## src/hdl/dtq_pkg.sv

```systemverilog
// ----------------------------------------------------------------------------
// dtq_pkg
// Shared types and constants of the deadline timer queue.
// ----------------------------------------------------------------------------
`default_nettype none

package dtq_pkg;

    localparam int NUM_TIMERS_DEF = 16;
    localparam int TIME_BITS_DEF  = 32;

    localparam int ID_W   = 4;
    localparam int VAL_W  = 32;
    localparam int LAZY_W = 16;
    localparam int REM_W  = 31;

    localparam logic [LAZY_W-1:0] LAZY_RESET = 16'd300;
    localparam logic [REM_W-1:0]  REM_MAX    = 31'h7FFF_FFFF;

    typedef enum logic [1:0] {
        CMD_TICK   = 2'd0,
        CMD_ARM    = 2'd1,
        CMD_DISARM = 2'd2,
        CMD_QUERY  = 2'd3
    } t_cmd;

    typedef enum logic [2:0] {
        KIND_EXPIRED   = 3'd0,
        KIND_TICK_DONE = 3'd1,
        KIND_ARMED     = 3'd2,
        KIND_SKIPPED   = 3'd3,
        KIND_DISARMED  = 3'd4,
        KIND_QUERY     = 3'd5
    } t_kind;

    typedef enum logic [2:0] {
        ST_IDLE,
        ST_SCAN,
        ST_ARM_RD,
        ST_ARM_DIFF,
        ST_ARM_DEC,
        ST_EMIT
    } t_state;

    typedef struct packed {
        logic [1:0]       command;
        logic [ID_W-1:0]  timer_id;
        logic [VAL_W-1:0] value;
    } t_in_item;

    typedef struct packed {
        logic [2:0]       result_kind;
        logic [ID_W-1:0]  result_timer;
        logic [REM_W-1:0] remaining_ms;
        logic             none_armed;
        logic             last;
    } t_out_item;

endpackage

`default_nettype wire

```

## src/hdl/dtq_min_scan.sv

```systemverilog
// ----------------------------------------------------------------------------
// dtq_min_scan
// Running minimum over a stream of biased deadline keys, one slot per beat.
// ----------------------------------------------------------------------------
`default_nettype none

module dtq_min_scan import dtq_pkg::*; #(
    parameter int NUM_TIMERS = NUM_TIMERS_DEF,
    parameter int TIME_BITS  = TIME_BITS_DEF
) (
    input  wire logic                          i_clk,
    input  wire logic                          i_rst_n,
    input  wire logic                          i_clear,
    input  wire logic                          i_valid,
    input  wire logic [$clog2(NUM_TIMERS)-1:0] i_slot,
    input  wire logic                          i_armed,
    input  wire logic                          i_due_only,
    input  wire logic [TIME_BITS-1:0]          i_key,
    output logic                               o_found,
    output logic [$clog2(NUM_TIMERS)-1:0]      o_slot,
    output logic [TIME_BITS-1:0]               o_key
);

    localparam int AW = $clog2(NUM_TIMERS);
    localparam logic [TIME_BITS-1:0] TSIGN = {1'b1, {(TIME_BITS-1){1'b0}}};

    logic                 r_found;
    logic                 n_found;
    logic [AW-1:0]        r_slot;
    logic [AW-1:0]        n_slot;
    logic [TIME_BITS-1:0] r_key;
    logic [TIME_BITS-1:0] n_key;
    logic                 take;

    // A key at the sign point is exactly due; strict less keeps the lower slot on ties.
    always_comb begin
        take    = i_valid && i_armed && (!i_due_only || i_key <= TSIGN)
                  && (!r_found || i_key < r_key);
        n_found = r_found;
        n_slot  = r_slot;
        n_key   = r_key;
        if (i_clear) begin
            n_found = 1'b0;
        end else if (take) begin
            n_found = 1'b1;
            n_slot  = i_slot;
            n_key   = i_key;
        end
    end

    always_ff @(posedge i_clk) begin
        if (!i_rst_n) begin
            r_found <= 1'b0;
        end else begin
            r_found <= n_found;
        end
        r_slot <= n_slot;
        r_key  <= n_key;
    end

    assign o_found = r_found;
    assign o_slot  = r_slot;
    assign o_key   = r_key;

    a_clear_empties: assert property (@(posedge i_clk) disable iff (!i_rst_n)
        i_clear |=> !o_found)
        else $error("scan minimum survived a clear");

    a_slot_in_range: assert property (@(posedge i_clk) disable iff (!i_rst_n)
        o_found |-> (32'(o_slot) < NUM_TIMERS))
        else $error("scan minimum points past the last slot");

endmodule

`default_nettype wire

```

## src/hdl/deadline_timer_queue_top.sv

```systemverilog
// ----------------------------------------------------------------------------
// deadline_timer_queue_top
// One-shot timer set with a deadline memory, lazy re-arm, nearest-deadline
// query and ordered expiry on every tick.
// ----------------------------------------------------------------------------
//  channel | direction | handshake              | beat
//  --------+-----------+------------------------+--------------------------
//  in      | input     | i_in_valid/o_in_ready  | t_in_item command
//  out     | output    | o_out_valid/i_out_ready| t_out_item result
//  cfg     | input     | i_cfg_valid/o_cfg_ready| lazy_window, 16 bits
//
// An arm does one read-modify-write of the deadline memory; a disarm does not touch
// it and only clears the armed flag. A query makes one memory read per slot into a
// single comparator. A tick runs one full scan per result. Reset needs no clearing
// pass: armed flags live in flip-flops. A stalled output holds the sequencer in its
// emit step.
// ----------------------------------------------------------------------------
`default_nettype none

module deadline_timer_queue_top import dtq_pkg::*; #(
    parameter int NUM_TIMERS = NUM_TIMERS_DEF,
    parameter int TIME_BITS  = TIME_BITS_DEF
) (
    input  wire logic              i_clk,
    input  wire logic              i_rst_n,
    input  wire logic              i_in_valid,
    output logic                   o_in_ready,
    input  wire t_in_item          i_in_data,
    output logic                   o_out_valid,
    input  wire logic              i_out_ready,
    output t_out_item              o_out_data,
    input  wire logic              i_cfg_valid,
    output logic                   o_cfg_ready,
    input  wire logic [LAZY_W-1:0] i_cfg_data
);

    localparam int AW = $clog2(NUM_TIMERS);
    localparam int CW = $clog2(NUM_TIMERS + 1);
    localparam int IW = (AW > ID_W) ? AW : ID_W;
    localparam int EW = (TIME_BITS > VAL_W) ? TIME_BITS : VAL_W;
    localparam int RW = (TIME_BITS > REM_W) ? TIME_BITS : REM_W;
    localparam logic [TIME_BITS-1:0] TSIGN    = {1'b1, {(TIME_BITS-1){1'b0}}};
    localparam logic [CW-1:0]        SCAN_END = CW'(NUM_TIMERS);

    function automatic t_out_item mk_res(t_kind kind, logic [ID_W-1:0] timer,
                                         logic [REM_W-1:0] rem, logic none,
                                         logic last);
        t_out_item res;
        res.result_kind  = kind;
        res.result_timer = timer;
        res.remaining_ms = rem;
        res.none_armed   = none;
        res.last         = last;
        return res;
    endfunction

    t_state                r_state;
    t_state                n_state;
    logic [TIME_BITS-1:0]  r_now;
    logic [TIME_BITS-1:0]  n_now;
    logic [NUM_TIMERS-1:0] r_armed;
    logic [NUM_TIMERS-1:0] n_armed;
    logic [LAZY_W-1:0]     r_lazy;
    logic [LAZY_W-1:0]     n_lazy;
    t_cmd                  r_cmd;
    t_cmd                  n_cmd;
    logic [ID_W-1:0]       r_id;
    logic [ID_W-1:0]       n_id;
    logic [TIME_BITS-1:0]  r_key;
    logic [TIME_BITS-1:0]  n_key;
    logic [TIME_BITS-1:0]  r_diff;
    logic [TIME_BITS-1:0]  n_diff;
    logic [CW-1:0]         r_rd_idx;
    logic [CW-1:0]         n_rd_idx;
    logic                  r_rd_vld;
    logic                  n_rd_vld;
    logic [AW-1:0]         r_rd_slot;
    logic [AW-1:0]         n_rd_slot;
    logic [TIME_BITS-1:0]  r_rdata;
    t_out_item             r_res;
    t_out_item             n_res;
    logic                  r_more;
    logic                  n_more;
    logic                  r_out_valid;
    logic                  n_out_valid;
    t_out_item             r_out_data;
    t_out_item             n_out_data;
    logic [TIME_BITS-1:0]  r_mem [NUM_TIMERS];

    logic                  in_accept;
    logic [IW-1:0]         in_id_ext;
    logic [AW-1:0]         in_idx;
    logic                  in_ok;
    logic [IW-1:0]         id_ext;
    logic [AW-1:0]         slot_idx;
    logic                  slot_ok;
    logic [EW-1:0]         val_ext;
    logic [TIME_BITS-1:0]  val_t;
    logic [AW-1:0]         rd_addr;
    logic                  mem_we;
    logic                  scan_clear;
    logic [TIME_BITS-1:0]  scan_key;
    logic                  scan_found;
    logic [AW-1:0]         scan_slot;
    logic [TIME_BITS-1:0]  scan_best;
    logic [IW-1:0]         scan_slot_ext;
    logic [TIME_BITS-1:0]  rel;
    logic [RW-1:0]         rel_ext;
    logic [REM_W-1:0]      rem;
    logic [TIME_BITS-1:0]  mag;
    logic                  out_free;

    assign in_accept   = i_in_valid && o_in_ready;
    assign in_id_ext   = IW'(i_in_data.timer_id);
    assign in_idx      = in_id_ext[AW-1:0];
    assign in_ok       = 32'(i_in_data.timer_id) < NUM_TIMERS;
    assign id_ext      = IW'(r_id);
    assign slot_idx    = id_ext[AW-1:0];
    assign slot_ok     = 32'(r_id) < NUM_TIMERS;
    assign val_ext     = EW'(i_in_data.value);
    assign val_t       = val_ext[TIME_BITS-1:0];
    assign out_free    = !r_out_valid || i_out_ready;
    assign o_in_ready  = (r_state == ST_IDLE);
    assign o_cfg_ready = 1'b1;
    assign o_out_valid = r_out_valid;
    assign o_out_data  = r_out_data;

    // Biased offset from now: an unsigned compare then orders deadlines with wraparound.
    assign scan_key      = (r_rdata - r_now) ^ TSIGN;
    assign scan_slot_ext = IW'(scan_slot);
    assign rel           = scan_best ^ TSIGN;
    assign rel_ext       = RW'(rel);
    assign mag           = r_diff[TIME_BITS-1] ? (TIME_BITS'(0) - r_diff) : r_diff;

    always_comb begin
        if (rel == '0 || rel[TIME_BITS-1]) begin
            rem = '0;
        end else if (rel_ext > RW'(REM_MAX)) begin
            rem = REM_MAX;
        end else begin
            rem = rel_ext[REM_W-1:0];
        end
    end

    assign rd_addr = (r_state == ST_SCAN) ? r_rd_idx[AW-1:0] : slot_idx;

    always_comb begin
        n_state     = r_state;
        n_now       = r_now;
        n_armed     = r_armed;
        n_lazy      = r_lazy;
        n_cmd       = r_cmd;
        n_id        = r_id;
        n_key       = r_key;
        n_diff      = r_diff;
        n_rd_idx    = r_rd_idx;
        n_rd_vld    = (r_state == ST_SCAN) && (r_rd_idx != SCAN_END);
        n_rd_slot   = r_rd_idx[AW-1:0];
        n_res       = r_res;
        n_more      = r_more;
        n_out_valid = r_out_valid;
        n_out_data  = r_out_data;
        mem_we      = 1'b0;

        if (i_cfg_valid) begin
            n_lazy = i_cfg_data;
        end
        if (r_out_valid && i_out_ready) begin
            n_out_valid = 1'b0;
        end

        case (r_state)
            ST_IDLE: begin
                if (in_accept) begin
                    n_cmd  = t_cmd'(i_in_data.command);
                    n_id   = i_in_data.timer_id;
                    n_more = 1'b0;
                    case (t_cmd'(i_in_data.command))
                        CMD_TICK: begin
                            n_now    = val_t;
                            n_rd_idx = '0;
                            n_state  = ST_SCAN;
                        end
                        CMD_QUERY: begin
                            n_rd_idx = '0;
                            n_state  = ST_SCAN;
                        end
                        CMD_ARM: begin
                            n_key = r_now + val_t;
                            if (in_ok) begin
                                n_state = ST_ARM_RD;
                            end else begin
                                n_res   = mk_res(KIND_SKIPPED, i_in_data.timer_id,
                                                 '0, 1'b0, 1'b1);
                                n_state = ST_EMIT;
                            end
                        end
                        CMD_DISARM: begin
                            if (in_ok) begin
                                n_armed[in_idx] = 1'b0;
                            end
                            n_res   = mk_res(KIND_DISARMED, i_in_data.timer_id,
                                             '0, 1'b0, 1'b1);
                            n_state = ST_EMIT;
                        end
                        default: begin
                            n_state = ST_IDLE;
                        end
                    endcase
                end
            end
            ST_SCAN: begin
                if (r_rd_idx != SCAN_END) begin
                    n_rd_idx = r_rd_idx + CW'(1);
                end else if (!r_rd_vld) begin
                    // The last slot has passed the comparator.
                    n_state = ST_EMIT;
                    if (r_cmd == CMD_TICK) begin
                        if (scan_found) begin
                            n_armed[scan_slot] = 1'b0;
                            n_res  = mk_res(KIND_EXPIRED, scan_slot_ext[ID_W-1:0],
                                            '0, 1'b0, 1'b0);
                            n_more = 1'b1;
                        end else begin
                            n_res  = mk_res(KIND_TICK_DONE, '0, '0, 1'b0, 1'b1);
                            n_more = 1'b0;
                        end
                    end else begin
                        n_res = mk_res(KIND_QUERY, '0, scan_found ? rem : '0,
                                       !scan_found, 1'b1);
                    end
                end
            end
            ST_ARM_RD: begin
                n_state = ST_ARM_DIFF;
            end
            ST_ARM_DIFF: begin
                n_diff  = r_key - r_rdata;
                n_state = ST_ARM_DEC;
            end
            ST_ARM_DEC: begin
                n_state = ST_EMIT;
                if (slot_ok && r_armed[slot_idx] && mag < TIME_BITS'(r_lazy)) begin
                    n_res = mk_res(KIND_SKIPPED, r_id, '0, 1'b0, 1'b1);
                end else begin
                    mem_we            = 1'b1;
                    n_armed[slot_idx] = 1'b1;
                    n_res             = mk_res(KIND_ARMED, r_id, '0, 1'b0, 1'b1);
                end
            end
            ST_EMIT: begin
                if (out_free) begin
                    n_out_valid = 1'b1;
                    n_out_data  = r_res;
                    if (r_more) begin
                        n_rd_idx = '0;
                        n_state  = ST_SCAN;
                    end else begin
                        n_state = ST_IDLE;
                    end
                end
            end
            default: begin
                n_state = ST_IDLE;
            end
        endcase
    end

    assign scan_clear = (n_state == ST_SCAN) && (r_state != ST_SCAN);

    always_ff @(posedge i_clk) begin
        if (!i_rst_n) begin
            r_state     <= ST_IDLE;
            r_now       <= '0;
            r_armed     <= '0;
            r_lazy      <= LAZY_RESET;
            r_rd_idx    <= '0;
            r_rd_vld    <= 1'b0;
            r_more      <= 1'b0;
            r_out_valid <= 1'b0;
        end else begin
            r_state     <= n_state;
            r_now       <= n_now;
            r_armed     <= n_armed;
            r_lazy      <= n_lazy;
            r_rd_idx    <= n_rd_idx;
            r_rd_vld    <= n_rd_vld;
            r_more      <= n_more;
            r_out_valid <= n_out_valid;
        end
        r_cmd      <= n_cmd;
        r_id       <= n_id;
        r_key      <= n_key;
        r_diff     <= n_diff;
        r_rd_slot  <= n_rd_slot;
        r_res      <= n_res;
        r_out_data <= n_out_data;
    end

    // Commands run one at a time and an arm writes only in its last step,
    // so a read never meets a write in flight to the same entry.
    always_ff @(posedge i_clk) begin
        if (mem_we) begin
            r_mem[slot_idx] <= r_key;
        end
        r_rdata <= r_mem[rd_addr];
    end

    dtq_min_scan #(
        .NUM_TIMERS (NUM_TIMERS),
        .TIME_BITS  (TIME_BITS)
    ) u_scan (
        .i_clk      (i_clk),
        .i_rst_n    (i_rst_n),
        .i_clear    (scan_clear),
        .i_valid    (r_rd_vld),
        .i_slot     (r_rd_slot),
        .i_armed    (r_armed[r_rd_slot]),
        .i_due_only (r_cmd == CMD_TICK),
        .i_key      (scan_key),
        .o_found    (scan_found),
        .o_slot     (scan_slot),
        .o_key      (scan_best)
    );

    a_idx_bounded: assert property (@(posedge i_clk) disable iff (!i_rst_n)
        r_rd_idx <= SCAN_END)
        else $error("scan read index ran past the last slot");

    a_expired_disarmed: assert property (@(posedge i_clk) disable iff (!i_rst_n)
        (r_state == ST_SCAN && r_rd_idx == SCAN_END && !r_rd_vld
         && r_cmd == CMD_TICK && scan_found)
        |=> !r_armed[$past(scan_slot)])
        else $error("expired timer still armed after its report");

    a_only_expiry_open: assert property (@(posedge i_clk) disable iff (!i_rst_n)
        (o_out_valid && !o_out_data.last)
        |-> (o_out_data.result_kind == KIND_EXPIRED))
        else $error("a result other than an expiry left its command open");

endmodule

`default_nettype wire

```

## config.mk

```make
export PLATFORM = sky130hd
export DESIGN_NAME = deadline_timer_queue_top
export DESIGN_NICKNAME = d
export VERILOG_FILES = /design/src/hdl/dtq_pkg.sv /design/src/hdl/dtq_min_scan.sv /design/src/hdl/deadline_timer_queue_top.sv
export SDC_FILE = /design/constraint.sdc
export NUM_CORES = 1
export LEC_CHECK = 0
export BUFFER_PORTS_ARGS = -buffer_cell sky130_fd_sc_hd__buf_2
export CAP_MARGIN = 20
export CORE_ASPECT_RATIO = 0.5
export CORE_MARGIN = 3
export CORE_UTILIZATION = 45
export CTS_CLUSTER_DIAMETER = 60
export DETAILED_ROUTE_END_ITERATION = 12
export SYNTH_ARGS = -nofsm -noshare
export SYNTH_HDL_FRONTEND = slang
export SYNTH_SLANG_ARGS = --single-unit
```

## constraint.sdc

```tcl
create_clock -name i_clk -period 8 [get_ports i_clk]
set_input_delay 1.6 -clock i_clk [delete_from_list [all_inputs] [get_ports i_clk]]
set_output_delay 1.6 -clock i_clk [all_outputs]
set_load 0.01 [all_outputs]
```

Word-level counts from Yosys, hierarchy flattened:

Memory sizes are Yosys's and may differ from the RTL's. A register that Yosys moved wholly into a read port is not among the register bits.
Cells that the tools add are included.

* bits in writable memories: 512
* output and inout bits: 43
* flip-flop bits (word level): 266
* word-level logic and storage cells: 167
* input bits: 59
* memories kept: 1

* bitwise gates (word level): 9
* eq/ne operators: 22
* reductions and logical operators: 36
* add/sub/neg operators: 5
* mux-type cells: 57
* $lt $le $gt $ge: 11

Memory list
* r_mem: words 16, bits a word 32, read ports 1, clocked after Yosys merged registers in 1, write ports 1, RTL line deadline_timer_queue_top.sv:88 `logic [TIME_BITS-1:0] r_mem [NUM_TIMERS];`

Operators by type and width (count)
* 40-bit 2-to-1 mux: 5
* 40-bit case mux with 3 select lines: 1
* 16-bit 2-to-1 mux: 7
* 31-bit 2-to-1 mux: 3
* 38-bit 2-to-1 mux: 2
* 32-bit subtractor: 2
* 16-bit case mux with 3 select lines: 1
* 32-bit adder: 1
* 16-bit bitwise AND: 2
* 32-bit by 31-bit > comparator with 1-bit output (second input constant): 1
* 32-bit <= comparator (second input constant): 1
* 32-bit zero test: 1
* 32-bit by 16-bit less-than comparator with 1-bit output: 1
* 32-bit less-than comparator: 1
* 32-bit 2-to-1 mux: 1
* 16-bit NOT: 2
* 1-bit by 32-bit subtractor with 32-bit output (first input constant): 1
* 5-bit 2-to-1 mux: 5
* 4-bit by 5-bit less-than comparator with 1-bit output (second input constant): 4
* 1-bit 2-to-1 mux: 18
* 3-bit case mux with 6 select lines: 1
* 16-bit bitwise OR: 1
* 5-bit case mux with 3 select lines: 1
* 1-bit demux with 4-bit select: 3
* 30 further kinds: 74

Longest topological paths before layout:

* depth in word-level cells: 11
* mapped depth: 22
* gate-level depth less buffers: 22

Hierarchy:

Synthesis repeated with hierarchy kept, for this count alone.

* cells, all modules: 3048
* area, all modules: 37153.1 um^2

By module, submodules not included
* deadline_timer_queue_top: sequential area each 22101.2 um^2, times used 1, area an instance 35148.7 um^2, cells an instance 2881
* dtq_min_scan: sequential area each 1101.1 um^2, times used 1, area an instance 2004.4 um^2, cells an instance 167

Worst setup path after synthesis:

OpenSTA, ideal clock, no wires.

* kind: reg2reg
* from: reg r_now[10]
* to: reg u_scan.r_key[0] (netlist: u_scan.o_key[0]) (enable)
* library setup time: 0.441 ns
* data arrival time: 5.568 ns
* required time: 7.559 ns
* slack: 1.990 ns
* buffers on the path: 1
* period minus slack after synthesis: 6.010 ns
* stages on the path, launching flop included: 21
* path through: dfxtp_1 inv_1 ha_1 clkbuf_1 a21oi_1 a2111o_1 a31oi_1 o41ai_2 o31ai_1 xor2_1 ha_1 a21o_1 a21o_1 a21o_1 a21o_1 a21o_1 a21oi_1 nor2b_1 o21ai_0 nand4_1 a21oi_1

* elaborated cells on any way between the ends: 9
* classes of those cells: add/sub (1); order compare (2); bitwise (1); reduce/logical (5)

RTL lines
* start, declared: RTL line deadline_timer_queue_top.sv:59 `logic [TIME_BITS-1:0] r_now;`
* start signal, assigned: RTL line deadline_timer_queue_top.sv:283 `r_now <= n_now;`
* 32-bit subtractor (*): RTL line deadline_timer_queue_top.sv:129 `assign scan_key = (r_rdata - r_now) ^ TSIGN;`
* via scan_key[25]: RTL line deadline_timer_queue_top.sv:102 `logic [TIME_BITS-1:0] scan_key;`
* 32-bit <= comparator: RTL line dtq_min_scan.sv:37 `take = i_valid && i_armed && (!i_due_only || i_key <= TSIGN)`
* 1-bit logical OR: RTL line dtq_min_scan.sv:37
* 1-bit logical AND: RTL line dtq_min_scan.sv:37
* 1-bit logical AND (*): RTL line dtq_min_scan.sv:38 `&& (!r_found || i_key < r_key);`
* 2-bit AND reduction (no source line) (*)
* end signal, assigned: RTL line dtq_min_scan.sv:58 `r_key <= n_key;`
* end, declared: RTL line dtq_min_scan.sv:31 `logic [TIME_BITS-1:0] r_key;`

Mark *: on every way through the listed nets, which the timed path passes. The rest lies on a longest branch.
A chain may end at the register's enable or synchronous reset.

Worst setup path in the final report:

* from: reg r_now[0]
* to: reg u_scan.r_slot[3] (netlist: u_scan.o_slot[3]) (enable)

* elaborated cells on any way between the ends: 9
* classes of those cells: add/sub (1); order compare (2); bitwise (1); reduce/logical (5)

RTL lines
* 32-bit subtractor (*): RTL line deadline_timer_queue_top.sv:129
* via scan_key[26]: RTL line deadline_timer_queue_top.sv:102
* 32-bit <= comparator: RTL line dtq_min_scan.sv:37
* 1-bit logical OR: RTL line dtq_min_scan.sv:37
* 1-bit logical AND: RTL line dtq_min_scan.sv:37
* 1-bit logical AND (*): RTL line dtq_min_scan.sv:38
* 2-bit AND reduction (no source line) (*)
* end signal, assigned: RTL line dtq_min_scan.sv:57 `r_slot <= n_slot;`
* end, declared: RTL line dtq_min_scan.sv:29 `logic [AW-1:0] r_slot;`

Marks and branches as above.

==> flow_metrics.tcl <==
set metrics [dict create \
    crit_arrival_ns 5.91 \
    vias_per_cell 5.777 \
    drt_wl_total_um 93430 \
    syn_area_um2 36960 \
    async_flop_share_pct 0 \
    io_buffers 100 \
    max-slew-margin-rel_pct 24.83 \
    placed_area_um2 38910 \
    hp-class "reg -> reg" \
    cts_buffers 75 \
    swShare_pct 28.32 \
    fmax_mhz 178.4 \
    gr-total-overflow 0 \
    worst_pin_slew_ns 1.128 \
    post-dp-hpwl_um 61990 \
    ctsHtreeMaxLevel 3 \
    netlist_instances 2602 \
    drive_gt1_share_pct 15.45 \
    synth_top_area_share_pct 56.72 \
    rsz0062_at_grt "false" \
    cts_hold_buf 0 \
    clk_pin_slew_worst_paths_ns 0.06 \
    dieArea_um2 85810 \
    p_clk_share_pct 34.0 \
    synth.area.top_cells "edfxtp_1 (57%), mux4_2 (8.4%), dfxtp_1 (6.1%)" \
    fin_setup_tns_ns 0 \
    post_cts_resized 0 \
    fp.dieW_um 411.3 \
    nets 2929 \
    finalPower_w 0.01064 \
    p_sw_w 0.003014 \
    finalHoldWorstSlack_ns 0.4125 \
    vias 22370 \
    clock_sinks 810 \
    antenna_found_initial 13 \
    post_cts_buffers 0 \
    seq_area_um2 23200 \
    start_util_pct 45.98 \
    clock_skew_ns 0.03986 \
    maxSlewViolCount 0 \
    final_cells 3872 \
    wl_per_cell_um 24.13 \
    critPathKind "reg -> reg" \
    clock_latency_ns 0.66 \
    dieHeight_um 208.6 \
    yosysWarnings 0 \
    ir_worst_vdd_mv 0.1606 \
    syn_to_final_growth_pct 12.18 \
    path_max_fanout 24 \
    power_density_nw_per_um2 256.7 \
    dp.cells 3728 \
    hold_violations 0 \
    clockBufferDepth 3 \
    first_pass_iters 6 \
    startpoint_type "register" \
    status "finished, final reports clean" \
    setup_viol_count_final 0 \
    endpoint_kind "register" \
    synth_top_cell_by_area "edfxtp_1" \
    gp_congestion 0.9202 \
    drc_errors 0 \
    drt_iter0_drc 2166 \
    p_leak_nw 14.42 \
    synth-main-ff-cell "edfxtp_1" \
    syn_area_per_cell_um2 14.20 \
    grtUsageTotal_pct 21.80 \
    fin_area_um2 41460 \
    syn_nets 2810 \
    n_fill_cell 6728 \
    min_period_ns 5.604 \
    grt_pass1_wl_um 140300 \
    multi_input_area_um2 12940 \
    seqPwrFrac_pct 45.7 \
    ys_ff_latch 810 \
    drv_cap 0 \
    p_int_w 0.007630 \
    synth_cell_types 87 \
    rows 73 \
    critPathRequiredTime_ns 8.30 \
    io_pins 102 \
    cts_tree "done" \
    min_period_over_period_pct 70.05 \
    cts-root-buf "clkbuf_16" \
    drtAntennaViolNets 0 \
    grt_pass1_vias 21750 \
    ys_seq_area_share_pct 62.78 \
    synth_edf_count 698 \
    grt_max_degree 129 \
    core_area_um2 80380 \
    combPwrFrac_pct 20.3 \
]
## path summary, 6_finish.rpt
check | from | to | slack (ns) | depth (start not counted)
min reg2reg | r_res[31]$_DFFE_PP_ | o_out_data[31]$_DFFE_PP_ | 0.41 | 0
min | r_res[31]$_DFFE_PP_ | o_out_data[31]$_DFFE_PP_ | 0.41 | 0
max reg2reg | r_now[0]$_SDFFE_PN0P_ | u_scan.o_slot[3]$_DFFE_PP_ | 2.40 | 21
max | r_now[0]$_SDFFE_PN0P_ | u_scan.o_slot[3]$_DFFE_PP_ | 2.40 | 21
## area by class of cell
| type | count | share of cell area, % |
|---|---|---|
| clock inverter | 35 | 0.9748 |
| antenna | 2 | 0.01207 |
| timing repair buffer | 140 | 2.131 |
| tap | 1087 | 3.281 |
| multi-input combinational | 1535 | 31.21 |
| inverter | 159 | 1.440 |
| clock buffer | 104 | 4.986 |
| sequential | 810 | 55.97 |
## cells in the final DEF, fill, tap and decap left out, drive strengths merged, types with 8 or more instances in the layout
cell type	n
inv	164
o31ai	12
nor2b	36
ha	146
a31oi	53
a21o	45
o21bai	12
buf	139
or2	8
xor2	18
nor4	29
dfxtp	112
nor2	91
nand2	214
clkbuf	105
a22oi	9
edfxtp	698
mux2i	21
o221a	16
mux4	138
a211oi	47
o211ai	9
or3	12
nand3	33
xnor2	73
clkinv	24
nor3	44
and2	80
a21oi	92
o21a	25
nand2b	17
nand4	20
and3	13
a2111oi	8
a21boi	34
o21ai	81
## cells by family (layout without fill, tap and decap cells)
family | Yosys count | after routing | synth area share [%]
buffers and inverters | 257 | 438 | 2.719
DFF | 810 | 810 | 62.78
other | 1 | 3 | 0.01015
and+or+nand+nor | 632 | 632 | 8.911
AOI/OAI and AO/OA | 502 | 502 | 9.307
xor gates and xnor gates | 91 | 91 | 2.157
adders and majority gates | 149 | 149 | 5.105
muxes | 160 | 160 | 9.009
## through the flow
step	utilization [%]	setup slack, ns
finish	51.58	2.396
global route	51.58	1.889
floorplan	-	1.990
detailed placement	48.41	2.484
CTS	51.48	2.429
global placement	48.39	2.559
## layer usage
layer	GRT usage, %	up-vias	share of wire, %
met3	3.753	94	6.8
met2	33.04	712	45
met4	4.518	4	1.7
li1	-	10270	-
met5	0	-	0.028
met1	33.14	11290	47
## power by group through the flow
stage | Clock, W | Sequential, W | Combinational (W)
after floorplan | 0 | 0.00488 | 0.00153
after global placement | 0 | 0.00495 | 0.00212
after detailed placement | 0 | 0.00495 | 0.00213
after CTS | 0.00370 | 0.00486 | 0.00214
after global routing | 0.00387 | 0.00487 | 0.00238
final | 0.00362 | 0.00486 | 0.00217
## critical path: stages, from the launching register on
cell and delay [ns]:
dfxtp_1 0.36, ha_1 0.18, inv_1 0.06, fa_1 0.42, a211oi_1 0.37, o21ai_1 0.27, and4_1 0.28, nor3_1 0.25
a21oi_1 0.18, nor2_1 0.17, a2bb2oi_1 0.31, ha_1 0.31, a21o_1 0.17, a21o_1 0.17, a21o_1 0.17, a21o_1 0.17
a21oi_1 0.14, nor2b_1 0.06, o21ai_0 0.17, nand4_1 0.16, a21oi_4 0.44, buf_4 0.45
## Yosys cell counts, types with 53 or more instances
master    number
clkbuf_1      75
nor2_1        91
and2_1        78
o21ai_0       80
xnor2_1       73
mux4_2       138
a31oi_1       53
a21oi_1       92
nand2_1      214
edfxtp_1     698
ha_1         146
inv_1        159
dfxtp_1      112
## flip-flops by register name (all words and copies together), names as in the netlist
register	count
r_cmd	2
o_out_valid	1
u_scan.o_key	32
r_state	3
r_rdata	32
o_out_data	40
r_armed	16
r_res	40
r_lazy	16
u_scan.o_slot	4
u_scan.o_found	1
id_ext	4
r_mem	512
r_rd_vld	1
r_rd_slot	4
r_now	32
r_more	1
r_rd_idx	5
r_key	32
r_diff	32
Power figures use the tool's default switching activity.
